## src/sv/rept_pkg.sv

```systemverilog
// ----------------------------------------------------------------------------
// Rotary encoder position tracker package
// Decoder tables, register indexes, event codes and shared constants.
// ----------------------------------------------------------------------------
`timescale 1ns / 1ps

package rept_pkg;

  localparam logic HALF_STEP = 1'b0;

  localparam logic [5:0] DIR_CW   = 6'h10;
  localparam logic [5:0] DIR_CCW  = 6'h20;
  localparam logic [5:0] DIR_MASK = 6'h30;

  localparam logic [9:0] SPEED_DIVIDEND = 10'd1000;
  localparam logic [3:0] DIV_LAST       = 4'd9;

  localparam logic signed [15:0] LOWER_RST  = -16'sd32767;
  localparam logic signed [15:0] UPPER_RST  = 16'sd32766;
  localparam logic [9:0]         WINDOW_RST = 10'd100;
  localparam logic [9:0]         RATE_RST   = 10'd10;

  typedef enum logic [2:0] {
    CFG_LOWER     = 3'd0,
    CFG_UPPER     = 3'd1,
    CFG_NSTEP     = 3'd2,
    CFG_FSTEP     = 3'd3,
    CFG_WRAP      = 3'd4,
    CFG_THRESHOLD = 3'd5,
    CFG_WINDOW    = 3'd6,
    CFG_SWAP      = 3'd7
  } cfg_idx_t;

  typedef enum logic [1:0] {
    EV_NONE = 2'd0,
    EV_CW   = 2'd1,
    EV_CCW  = 2'd2
  } step_ev_t;

  typedef enum logic {
    CMD_SAMPLE = 1'b0,
    CMD_LOAD   = 1'b1
  } cmd_t;

  localparam logic [5:0] FULL_TAB [7][4] = '{
    '{6'h00, 6'h02, 6'h04, 6'h00},
    '{6'h03, 6'h00, 6'h01, 6'h10},
    '{6'h03, 6'h02, 6'h00, 6'h00},
    '{6'h03, 6'h02, 6'h01, 6'h00},
    '{6'h06, 6'h00, 6'h04, 6'h00},
    '{6'h06, 6'h05, 6'h00, 6'h20},
    '{6'h06, 6'h05, 6'h04, 6'h00}
  };

  localparam logic [5:0] HALF_TAB [6][4] = '{
    '{6'h03, 6'h02, 6'h01, 6'h00},
    '{6'h23, 6'h00, 6'h01, 6'h00},
    '{6'h13, 6'h02, 6'h00, 6'h00},
    '{6'h03, 6'h05, 6'h04, 6'h00},
    '{6'h03, 6'h03, 6'h04, 6'h10},
    '{6'h03, 6'h05, 6'h03, 6'h20}
  };

  // next decoder state; rows beyond the table fall back to the start row
  function automatic logic [5:0] rept_dec_next(input logic [3:0] row,
                                               input logic [1:0] code);
    logic [2:0] r;
    logic [5:0] res;
    if (HALF_STEP) begin
      r   = (row >= 4'd6) ? 3'd0 : row[2:0];
      res = HALF_TAB[r][code];
    end else begin
      r   = (row >= 4'd7) ? 3'd0 : row[2:0];
      res = FULL_TAB[r][code];
    end
    return res;
  endfunction

endpackage

```

## src/sv/rotary_encoder_position_tracker.sv

```systemverilog
// ----------------------------------------------------------------------------
// Rotary encoder position tracker
// Quadrature state-table decoder with speed-dependent step, bounded position
// and position load.
// ----------------------------------------------------------------------------
//  channel  | ports                       | request
//  ---------+-----------------------------+---------------------------------
//  in       | in_tvalid/tready/tdata/tuser | sample or load request
//  out      | out_tvalid/tready/tdata      | one result per request
//  cfg      | cfg_wr_en/addr/wdata         | register write, no read-back
//
//  One request per cycle while in_tready is high; an accepted request waits
//  in the input register and moves to the output register when that is free.
//  A write to window_ms starts a reciprocal divider (1000 / window);
//  in_tready stays low while it runs.
//  Reset is synchronous, active low; non-payload registers take reset values.
//  A stalled output holds its data; the input register takes one more
//  request, then in_tready drops until the output moves.
// ----------------------------------------------------------------------------
`timescale 1ns / 1ps

module rotary_encoder_position_tracker
  import rept_pkg::*;
(
  input  logic        clk,
  input  logic        rst_n,
  input  logic        in_tvalid,
  output logic        in_tready,
  input  logic [39:0] in_tdata,   // chan_a, chan_b, now_ms[15:0], load_value[15:0], pad
  input  logic        in_tuser,   // command
  output logic        out_tvalid,
  input  logic        out_tready,
  output logic [23:0] out_tdata,  // position[15:0], step_event[1:0], fast_active,
                                  // load_ok, pad
  input  logic        cfg_wr_en,
  input  logic [2:0]  cfg_addr,
  input  logic [15:0] cfg_wdata
);

  logic signed [15:0] lower_r, upper_r;
  logic [7:0]         nstep_r, fstep_r;
  logic               wrap_r, swap_r;
  logic [15:0]        thresh_r;
  logic [9:0]         win_r;

  logic               div_busy_r;
  logic [3:0]         div_cnt_r;
  logic [9:0]         div_rem_r, div_dvd_r, rate_r;
  logic [10:0]        div_trial;
  logic               div_ge;
  logic [10:0]        div_diff;
  logic [9:0]         win_wr;

  logic               s1_vld_r;
  logic               s1_cmd_r, s1_a_r, s1_b_r;
  logic [15:0]        s1_now_r;
  logic signed [15:0] s1_ld_r;

  logic [5:0]         dec_r;
  logic signed [15:0] pos_r;
  logic [15:0]        cnt_r, wstart_r;
  logic [25:0]        speed_r;

  logic               out_vld_r;
  logic [23:0]        out_data_r;

  logic               advance;
  logic [1:0]         code;
  logic [5:0]         dec_nxt, dir;
  logic               detent;
  logic [15:0]        cnt_inc, elapsed;
  logic               win_hit;
  logic [25:0]        prod, speed_sel;
  logic               fast;
  logic [7:0]         step;
  logic signed [17:0] pos_ext, step_ext, psum, lo_ext, up_ext;
  logic signed [15:0] pos_nxt;
  logic               ld_ok;
  step_ev_t           ev;

  assign advance   = s1_vld_r && (!out_vld_r || out_tready);
  assign in_tready = !div_busy_r && (!s1_vld_r || advance);
  assign out_tvalid = out_vld_r;
  assign out_tdata  = out_data_r;

  // reciprocal divider, one quotient bit a cycle
  assign div_trial = {div_rem_r, div_dvd_r[9]};
  assign div_ge    = div_trial >= {1'b0, win_r};
  assign div_diff  = div_trial - {1'b0, win_r};
  assign win_wr    = (cfg_wdata[9:0] == 10'd0) ? 10'd1 : cfg_wdata[9:0];

  // decode and position update
  assign code     = swap_r ? {s1_a_r, s1_b_r} : {s1_b_r, s1_a_r};
  assign dec_nxt  = rept_dec_next(dec_r[3:0], code);
  assign dir      = dec_nxt & DIR_MASK;
  assign detent   = |dir;
  assign cnt_inc  = cnt_r + {15'd0, detent};
  assign elapsed  = s1_now_r - wstart_r;
  assign win_hit  = elapsed >= {6'd0, win_r};
  assign prod     = {10'd0, cnt_inc} * {16'd0, rate_r};
  assign speed_sel = win_hit ? prod : speed_r;
  assign fast     = speed_sel > {10'd0, thresh_r};
  assign step     = (fast && (fstep_r > nstep_r)) ? fstep_r : nstep_r;
  assign pos_ext  = {{2{pos_r[15]}}, pos_r};
  assign step_ext = {10'd0, step};
  assign lo_ext   = {{2{lower_r[15]}}, lower_r};
  assign up_ext   = {{2{upper_r[15]}}, upper_r};
  assign ld_ok    = (s1_ld_r >= lower_r) && (s1_ld_r <= upper_r);

  always_comb begin
    psum = (dir == DIR_CW) ? (pos_ext + step_ext) : (pos_ext - step_ext);
    if (psum > up_ext) begin
      pos_nxt = wrap_r ? lower_r : upper_r;
    end else if (psum < lo_ext) begin
      pos_nxt = wrap_r ? upper_r : lower_r;
    end else begin
      pos_nxt = psum[15:0];
    end
    if (dir == DIR_CW) begin
      ev = EV_CW;
    end else if (dir == DIR_CCW) begin
      ev = EV_CCW;
    end else begin
      ev = EV_NONE;
    end
  end

  // configuration and divider
  always_ff @(posedge clk) begin
    if (!rst_n) begin
      lower_r    <= LOWER_RST;
      upper_r    <= UPPER_RST;
      nstep_r    <= 8'd1;
      fstep_r    <= 8'd1;
      wrap_r     <= 1'b0;
      thresh_r   <= 16'd0;
      win_r      <= WINDOW_RST;
      swap_r     <= 1'b0;
      div_busy_r <= 1'b0;
      div_cnt_r  <= 4'd0;
      div_rem_r  <= 10'd0;
      div_dvd_r  <= 10'd0;
      rate_r     <= RATE_RST;
    end else begin
      if (div_busy_r) begin
        div_rem_r <= div_ge ? div_diff[9:0] : div_trial[9:0];
        div_dvd_r <= {div_dvd_r[8:0], 1'b0};
        rate_r    <= {rate_r[8:0], div_ge};
        div_cnt_r <= div_cnt_r - 4'd1;
        if (div_cnt_r == 4'd0) begin
          div_busy_r <= 1'b0;
        end
      end
      if (cfg_wr_en) begin
        case (cfg_idx_t'(cfg_addr))
          CFG_LOWER:     lower_r  <= cfg_wdata;
          CFG_UPPER:     upper_r  <= cfg_wdata;
          CFG_NSTEP:     nstep_r  <= cfg_wdata[7:0];
          CFG_FSTEP:     fstep_r  <= cfg_wdata[7:0];
          CFG_WRAP:      wrap_r   <= cfg_wdata[0];
          CFG_THRESHOLD: thresh_r <= cfg_wdata;
          CFG_WINDOW: begin
            win_r      <= win_wr;
            div_busy_r <= 1'b1;
            div_cnt_r  <= DIV_LAST;
            div_rem_r  <= 10'd0;
            div_dvd_r  <= SPEED_DIVIDEND;
            rate_r     <= 10'd0;
          end
          CFG_SWAP:      swap_r   <= cfg_wdata[0];
          default: ;
        endcase
      end
    end
  end

  // control and tracker state
  always_ff @(posedge clk) begin
    if (!rst_n) begin
      s1_vld_r  <= 1'b0;
      out_vld_r <= 1'b0;
      dec_r     <= 6'd0;
      pos_r     <= 16'sd0;
      cnt_r     <= 16'd0;
      speed_r   <= 26'd0;
      wstart_r  <= 16'd0;
    end else begin
      if (in_tready) begin
        s1_vld_r <= in_tvalid;
      end else if (advance) begin
        s1_vld_r <= 1'b0;
      end
      if (advance) begin
        out_vld_r <= 1'b1;
      end else if (out_tready) begin
        out_vld_r <= 1'b0;
      end
      if (advance) begin
        if (cmd_t'(s1_cmd_r) == CMD_LOAD) begin
          if (ld_ok) begin
            pos_r <= s1_ld_r;
          end
        end else begin
          dec_r <= dec_nxt;
          if (win_hit) begin
            cnt_r    <= 16'd0;
            speed_r  <= prod;
            wstart_r <= s1_now_r;
          end else begin
            cnt_r <= cnt_inc;
          end
          if (ev != EV_NONE) begin
            pos_r <= pos_nxt;
          end
        end
      end
    end
  end

  // payload registers
  always_ff @(posedge clk) begin
    if (in_tready && in_tvalid) begin
      s1_cmd_r <= in_tuser;
      s1_a_r   <= in_tdata[0];
      s1_b_r   <= in_tdata[1];
      s1_now_r <= in_tdata[17:2];
      s1_ld_r  <= in_tdata[33:18];
    end
    if (advance) begin
      if (cmd_t'(s1_cmd_r) == CMD_LOAD) begin
        out_data_r <= {4'd0, ld_ok, 1'b0, EV_NONE, (ld_ok ? s1_ld_r : pos_r)};
      end else begin
        out_data_r <= {4'd0, 1'b0, fast, ev, ((ev != EV_NONE) ? pos_nxt : pos_r)};
      end
    end
  end

endmodule

```

## config.mk

```make
export PLATFORM = sky130hd
export DESIGN_NAME = rotary_encoder_position_tracker
export DESIGN_NICKNAME = d
export VERILOG_FILES = /design/src/sv/rept_pkg.sv /design/src/sv/rotary_encoder_position_tracker.sv
export SDC_FILE = /design/constraint.sdc
export NUM_CORES = 1
export LEC_CHECK = 0
export BUFFER_PORTS_ARGS = -buffer_cell sky130_fd_sc_hd__buf_2
export CAP_MARGIN = 20
export CORE_MARGIN = 2
export CORE_UTILIZATION = 45
export CTS_CLUSTER_SIZE = 40
export DETAILED_ROUTE_END_ITERATION = 12
export PLACE_DENSITY_LB_ADDON = 0.12
export SYNTH_ARGS = -nofsm -noshare
export SYNTH_HDL_FRONTEND = slang
export SYNTH_SLANG_ARGS = --single-unit
export TNS_END_PERCENT = 20
```

## constraint.sdc

```tcl
create_clock -name clk -period 42.9 [get_ports clk]
set_input_delay 2.145 -clock clk [delete_from_list [all_inputs] [get_ports clk]]
set_output_delay 2.145 -clock clk [all_outputs]
set_load 0.01 [all_outputs]
```

==> results.tsv, run 1 <==
stage	metric	value	unit
cts	cts.sink_count	245	
layout	multi_input_area	13390	µm²
setup_path	crit_path_top_delay_cell	xnor2_1	
route	vias	16840	
sta	min_period_over_period	38.59	%
job	cap_violations	0	
setup_path	crit_fanout	17	
floorplan	die-area	46500	µm²
layout	final_cell_mix	nand2_1 (375), inv_1 (231), a21oi_1 (223)	
placed_design	dp_hpwl	40550	µm
sta	fmax	0.06041	GHz
yosys	syn_area	20150	µm²
grt	grt_usage	23.21	%
yosys	synth.mux.area_fraction	3.731	%
route	ant_nets	0	
floorplan	initial_core_util	45.58	%
setup_path	criticalPathCategory	reg -> reg	
power	irDropWorstVdd	0.03019	mV
sta	finalSetupTns	0	ns
min_path	holdCritPathClass	reg -> reg	
yosys	netlist-cell-type-count	77	
cts	cts_root_buf	clkbuf_16	
power	power_density	30.54	nW/µm²
yosys	synth-edff-count	55	
floorplan	rows	77	
placed_design	portBuffers	80	
placed_design	routabilityCongestion	0.8741	
sta	tightest_slew	1.068	ns
grt	gr-total-overflow	0	
cts	clk_latency	0.59	ns
floorplan	die_h	215.6	µm
yosys	synth_xor_xnor_area_share	2.999	%
route	maxUsedRoutingLayer	met5	
power	power	0.6761	mW
grt	grt_start_max_net_pins	99	
cts	ctsHtreeMaxLevel	1	
route	met2WireLength	23720	µm
sta	drv_slew	0	
setup_path	crit_arrival	16.87	ns
layout	syn_to_final_growth	9.852	%
yosys	synth-compound-area-share	16.40	%
yosys	synth_flop_cell	dfxtp_1	
yosys	yosysWarnings	0	
sta	rsz0062_at_grt	false	
route	met1_length	26120	µm
cts	postCtsHoldBufs	0	
route	routed-wl-met3	2844	µm
route	dr.first_iter.drc_count	1083	
route	vias_per_cell	5.519	
yosys	synth_simple_gate_area_share	18.90	%
setup_path	crit_required	43.21	ns
grt	grt_pass1_vias	16450	
sta	min_period	16.55	ns
yosys	avgSynthCellArea	8.387	µm²
sta	hold_viol	0	
setup_path	max_stage_delay	0.84	ns
layout	final_common_cell	nand2_1	
sta	setup_viol	0	
floorplan	io_pins	91	
yosys	yosys_register_bits	245	
setup_path	cp-start-kind	flop	
cts	post_cts_buffers	0	
cts	cts-buffers-inserted	29	
status	outcome	finished, final reports clean	
layout	regArea	5456	µm²
cts	cts_tree	done	
layout	drive_gt1_share	8.381	%
route	detail_route.wl_per_cell	17.66	µm
grt	antenna_found_initial	2	
setup_path	crit_top_cell	ha_1	
route	drt_pre_antenna_iters	5	
route	routed_wl	53880	µm
yosys	synthCells	2403	
yosys	synthArstFlopShare	0	%
route	route.detailed.drc	0	
sta	skew	0.02138	ns
yosys	ys_seq_area_share	27.07	%
cts	clk_pin_slew	0.06	ns
layout	nNetsFinal	2823	
sta	relSlewSlack	28.29	%
floorplan	core-area	44220	µm²
layout	fillers	4190	
yosys	yosys.area_share.adder	24.26	%
yosys	synth_top_family_by_area	adder cells	
setup_path	setup.worst_path.end_class	flop	
cts	ctsResizeCount	0	
grt	grt_pass1_wl	87740	µm
floorplan	fp.dieW	215.6	µm
power	leakage	9.710	nW
cts	clockBufferDepth	3	
-- routing by layer --
layer / global-route usage [%] / up-vias
li1: - / 8274
met1: 34.08 / 8065
met2: 36.06 / 422
met3: 3.044 / 74
met4: 5.678 / 4
met5: 0 / -
-- critical path: cells and delay by family, from the launching register on --
| kind | cells | cell delay, ns |
|---|---|---|
| buf+inv | 6 | 0.51 |
| flops | 1 | 0.50 |
| mux | 2 | 0.66 |
| xor+xnor | 4 | 1.33 |
| fa+ha+maj | 13 | 4.67 |
| compound gates | 21 | 5.00 |
| simple gates | 20 | 3.59 |
-- through the flow --
step	setup slack (ns)	hold WS [ns]	util [%]	instance area [µm²]	instances
finish	26.35	0.4544	50.07	22140	3051
detailed placement	26.55	0.4459	47.66	21070	2992
global route	25.07	0.4663	50.06	22140	3050
global placement	26.65	0.4388	47.59	21040	2989
CTS	26.48	0.4549	49.95	22090	3046
floorplan	29.11	0.4338	-	20170	2406
-- layout make-up --
class | instances | share of cell area, %
multi-input combinational | 1815 | 60.47
sequential | 245 | 24.65
inverter | 233 | 3.962
clock buffer | 38 | 3.707
tap | 592 | 3.346
timing repair buffer | 111 | 2.984
clock inverter | 16 | 0.8703
antenna | 1 | 0.01130
-- cells in the mapped netlist, types with 47 or more instances --
cell	instances	area, µm²
clkbuf_1	92	345.3
dfxtp_1	190	3804
and2_1	91	569.3
fa_1	113	2262
ha_1	210	2628
mux2i_1	50	500.5
nor2_1	159	596.8
a21oi_1	223	1116
xnor2_1	47	411.6
edfxtp_1	55	1652
inv_1	232	870.8
nand2_1	375	1408
o21ai_0	62	310.3
-- state kept, by name, summed over array words and instances, names as in the netlist, 3 cells and up --
name,cells
cnt_r,16
out_tdata,20
div_cnt_r,4
dec_r,3
div_rem_r,10
upper_r,16
pos_r,16
s1_now_r,16
thresh_r,16
div_dvd_r,10
speed_r,26
s1_ld_r,16
nstep_r,8
wstart_r,16
lower_r,16
rate_r,10
fstep_r,8
win_r,10
-- worst paths after layout --
| kind | from | end | slack, ns | cells past startpoint |
|---|---|---|---|---|
| hold reg to reg | speed_r[19]$_SDFFE_PN0P_ | speed_r[19]$_SDFFE_PN0P_ | 0.45 | 2 |
| setup / recovery | dec_r[0]$_SDFFE_PN0P_ | out_tdata[15]$_DFFE_PP_ | 26.35 | 66 |
| hold / removal | speed_r[19]$_SDFFE_PN0P_ | speed_r[19]$_SDFFE_PN0P_ | 0.45 | 2 |
| setup reg to reg | dec_r[0]$_SDFFE_PN0P_ | out_tdata[15]$_DFFE_PP_ | 26.35 | 66 |
-- cells by family (layout without fill, tap and decap cells) --
| logic type | Yosys count | in the layout |
|---|---|---|
| and+or+nand+nor | 827 | 827 |
| buffers and inverters | 346 | 398 |
| other | 1 | 5 |
| AOI/OAI and AO/OA | 520 | 520 |
| DFF | 245 | 245 |
| xor gates and xnor gates | 69 | 69 |
| adders and majority gates | 323 | 323 |
| muxes | 72 | 72 |
-- where the power goes --
group | total (mW) | switching, mW | internal, mW | leakage [nW]
sequential | 0.250 | 0.00625 | 0.244 | 2.07
clock | 0.262 | 0.107 | 0.154 | 0.497
combinational | 0.164 | 0.103 | 0.0611 | 7.14
total | 0.676 | 0.217 | 0.459 | 9.71
Power figures use the tool's default switching activity.
==> inputs of run 2 (changes only) <==
ABC_AREA = 1   (was not set)
clock period = 14 ns   (was 42.9 ns; I/O delays follow)
==> run 2 against run 1 <==
  * Combinational power increased to 4.9 times the previous value
  * Via count increased by 9.4%
  * Sequential power increased to 3.1 times the previous value
  * Flip-flop and latch count unchanged
==> results.tsv, run 2 <==
stage	metric	value	unit
layout	syn_to_final_growth	15.08	%
setup_path	criticalPathCategory	reg -> reg	
cts	cts-buffers-inserted	30	
setup_path	crit_arrival	13.66	ns
grt	grt_usage	24.25	%
yosys	yosysMostFrequentCell	nand2_1	
placed_design	portBuffers	80	
yosys	synth_flop_cell	dfxtp_1	
sta	fmax	0.07574	GHz
job	cap_violations	0	
yosys	syn_area	20370	µm²
sta	layout_setup_ws	0.7974	ns
cts	clk_latency	0.62	ns
floorplan	core-area	44410	µm²
route	vias_per_cell	5.246	
layout	drive_gt1_share	12.20	%
status	outcome	finished, final reports clean	
yosys	ys_top_cells_by_count	nand2_1 (528), inv_1 (470), a21oi_1 (245)	
sta	min_period	13.20	ns
yosys	avgSynthCellArea	7.377	µm²
min_path	holdCritPathClass	in -> reg	
yosys	yosys.area.top_type_share	18.67	%
sta	min_period_over_period	94.30	%
placed_design	dp_hpwl	44460	µm
cts	cts_tree	done	
power	leakage	11.43	nW
floorplan	die-area	47000	µm²
setup_path	crit_path_top_delay_cell	fa_1	
sta	hold_viol	0	
sta	setup_viol	0	
layout	final_cell_mix	nand2_1 (516), inv_1 (463), a21oi_1 (240)	
route	detail_route.wl_per_cell	16.34	µm
cts	ctsHtreeMaxLevel	1	
placed_design	routabilityCongestion	0.9188	
layout	antenna_cells	0	
grt	gr-total-overflow	0	
grt	antenna_found_initial	0	
layout	utilization	52.79	%
yosys	yosys_register_bits	245	
setup_path	crit_fanout	8	
yosys	yosysTopAreaCell	dfxtp_1	
power	power	2.376	mW
power	power_density	101.3	nW/µm²
layout	multi_input_area	13070	µm²
sta	finalSetupTns	0	ns
setup_path	path_buf_inv	19	
setup_path	cp-start-kind	flop	
setup_path	crit_family	adder cells	
yosys	ys_seq_area_share	26.77	%
cts	cts_root_buf	clkbuf_16	
sta	skew	0.06031	ns
route	routed_wl	57360	µm
yosys	synthArstFlopShare	0	%
layout	final_common_cell	nand2_1	
sta	tightest_slew	1.073	ns
yosys	synthCells	2762	
yosys	synth_top_cells_by_area	dfxtp_1 (19%), ha_1 (13%), fa_1 (11%)	
cts	cts.sink_count	245	
route	drt_pre_antenna_iters	5	
route	ant_nets	0	
floorplan	initial_core_util	45.87	%
yosys	synth-edff-count	55	
setup_path	crit_required	14.46	ns
route	dr.first_iter.drc_count	1168	
layout	regArea	5460	µm²
sta	drv_slew	0	
grt	grt_pass1_vias	17540	
floorplan	fp.dieW	216.8	µm
grt	grt_pass1_wl	91470	µm
cts	clk_pin_slew	0.06	ns
floorplan	die_h	216.8	µm
yosys	netlist-cell-type-count	54	
sta	relSlewSlack	28.48	%
setup_path	setup.worst_path.end_class	flop	
setup_path	crit_top_cell	nand2_1	
yosys	yosysWarnings	0	
layout	fillers	4396	
cts	clockBufferDepth	3	
floorplan	io_pins	91	
layout	nNetsFinal	3286	
route	route.detailed.drc	0	
floorplan	rows	77	
power	irDropWorstVdd	0.08775	mV
route	vias	18420	
layout	top_register	speed_r	
placed_design	place_ws	-0.2048	ns
grt	grt_start_max_net_pins	66	
setup_path	reg2reg_setup_slack	0.80	ns
layout	largest_reg_flops	26	
setup_path	max_stage_delay	0.56	ns
[run 2: cell type report]
type / count / area share, %
clock buffers: 46 / 3.805
clock inverters: 7 / 0.4696
inverters: 489 / 7.844
multi-input cells: 1932 / 55.72
flip-flops and latches: 245 / 23.29
well taps: 592 / 3.159
repair buffers: 200 / 5.715
[run 2: metrics by stage]
stage          instance area (µm²)  instances  hold slack, ns
2_1_floorplan                20390       2765          0.4247
3_3_place_gp                 21960       3446          0.4319
3_5_place_dp                 21970       3447          0.4434
4_1_cts                      22980       3500          0.2107
5_1_grt                      23450       3511          0.2237
6_report                     23450       3511          0.2536
[run 2: path summary, 6_finish.rpt]
check	from	end	depth (start not counted)
worst max-delay path	swap_r$_SDFFE_PN0P_	pos_r[14]$_SDFFE_PN0P_	87
worst max register to register	swap_r$_SDFFE_PN0P_	pos_r[14]$_SDFFE_PN0P_	87
worst min register to register	div_dvd_r[3]$_SDFF_PN0_	div_dvd_r[4]$_SDFF_PN0_	2
worst min-delay path	in_tdata[6]	s1_now_r[4]$_DFFE_PP_	1
[run 2: timing repair]
action,4_1_cts,5_1_grt
setup endpoints to repair,32,32
gates resized for setup,7,105
pin swaps,0,42
gates cloned,0,1
setup buffers,0,9
hold buffers,0,0
[run 2: routing by layer]
layer,up-vias,share of wire (%),GRT usage (%)
li1,9231,-,-
met1,8673,45,32.21
met2,424,47,41.79
met3,91,4.4,2.460
met4,0,2.9,7.169
met5,-,0,0
[run 2: power breakdown]
group | internal (mW) | leakage (nW) | switching [mW]
clock network | 0.473 | 0.491 | 0.324
logic | 0.324 | 8.86 | 0.473
registers | 0.758 | 2.08 | 0.0251
total | 1.55 | 11.4 | 0.822
[run 2: kinds of logic after synthesis]
logic type,synth area share (%)
fa+ha+maj,24.00
xor+xnor,2.493
flops,26.77
other cells,0.01841
compound gates,16.80
buf+inv,10.97
simple gates,18.95
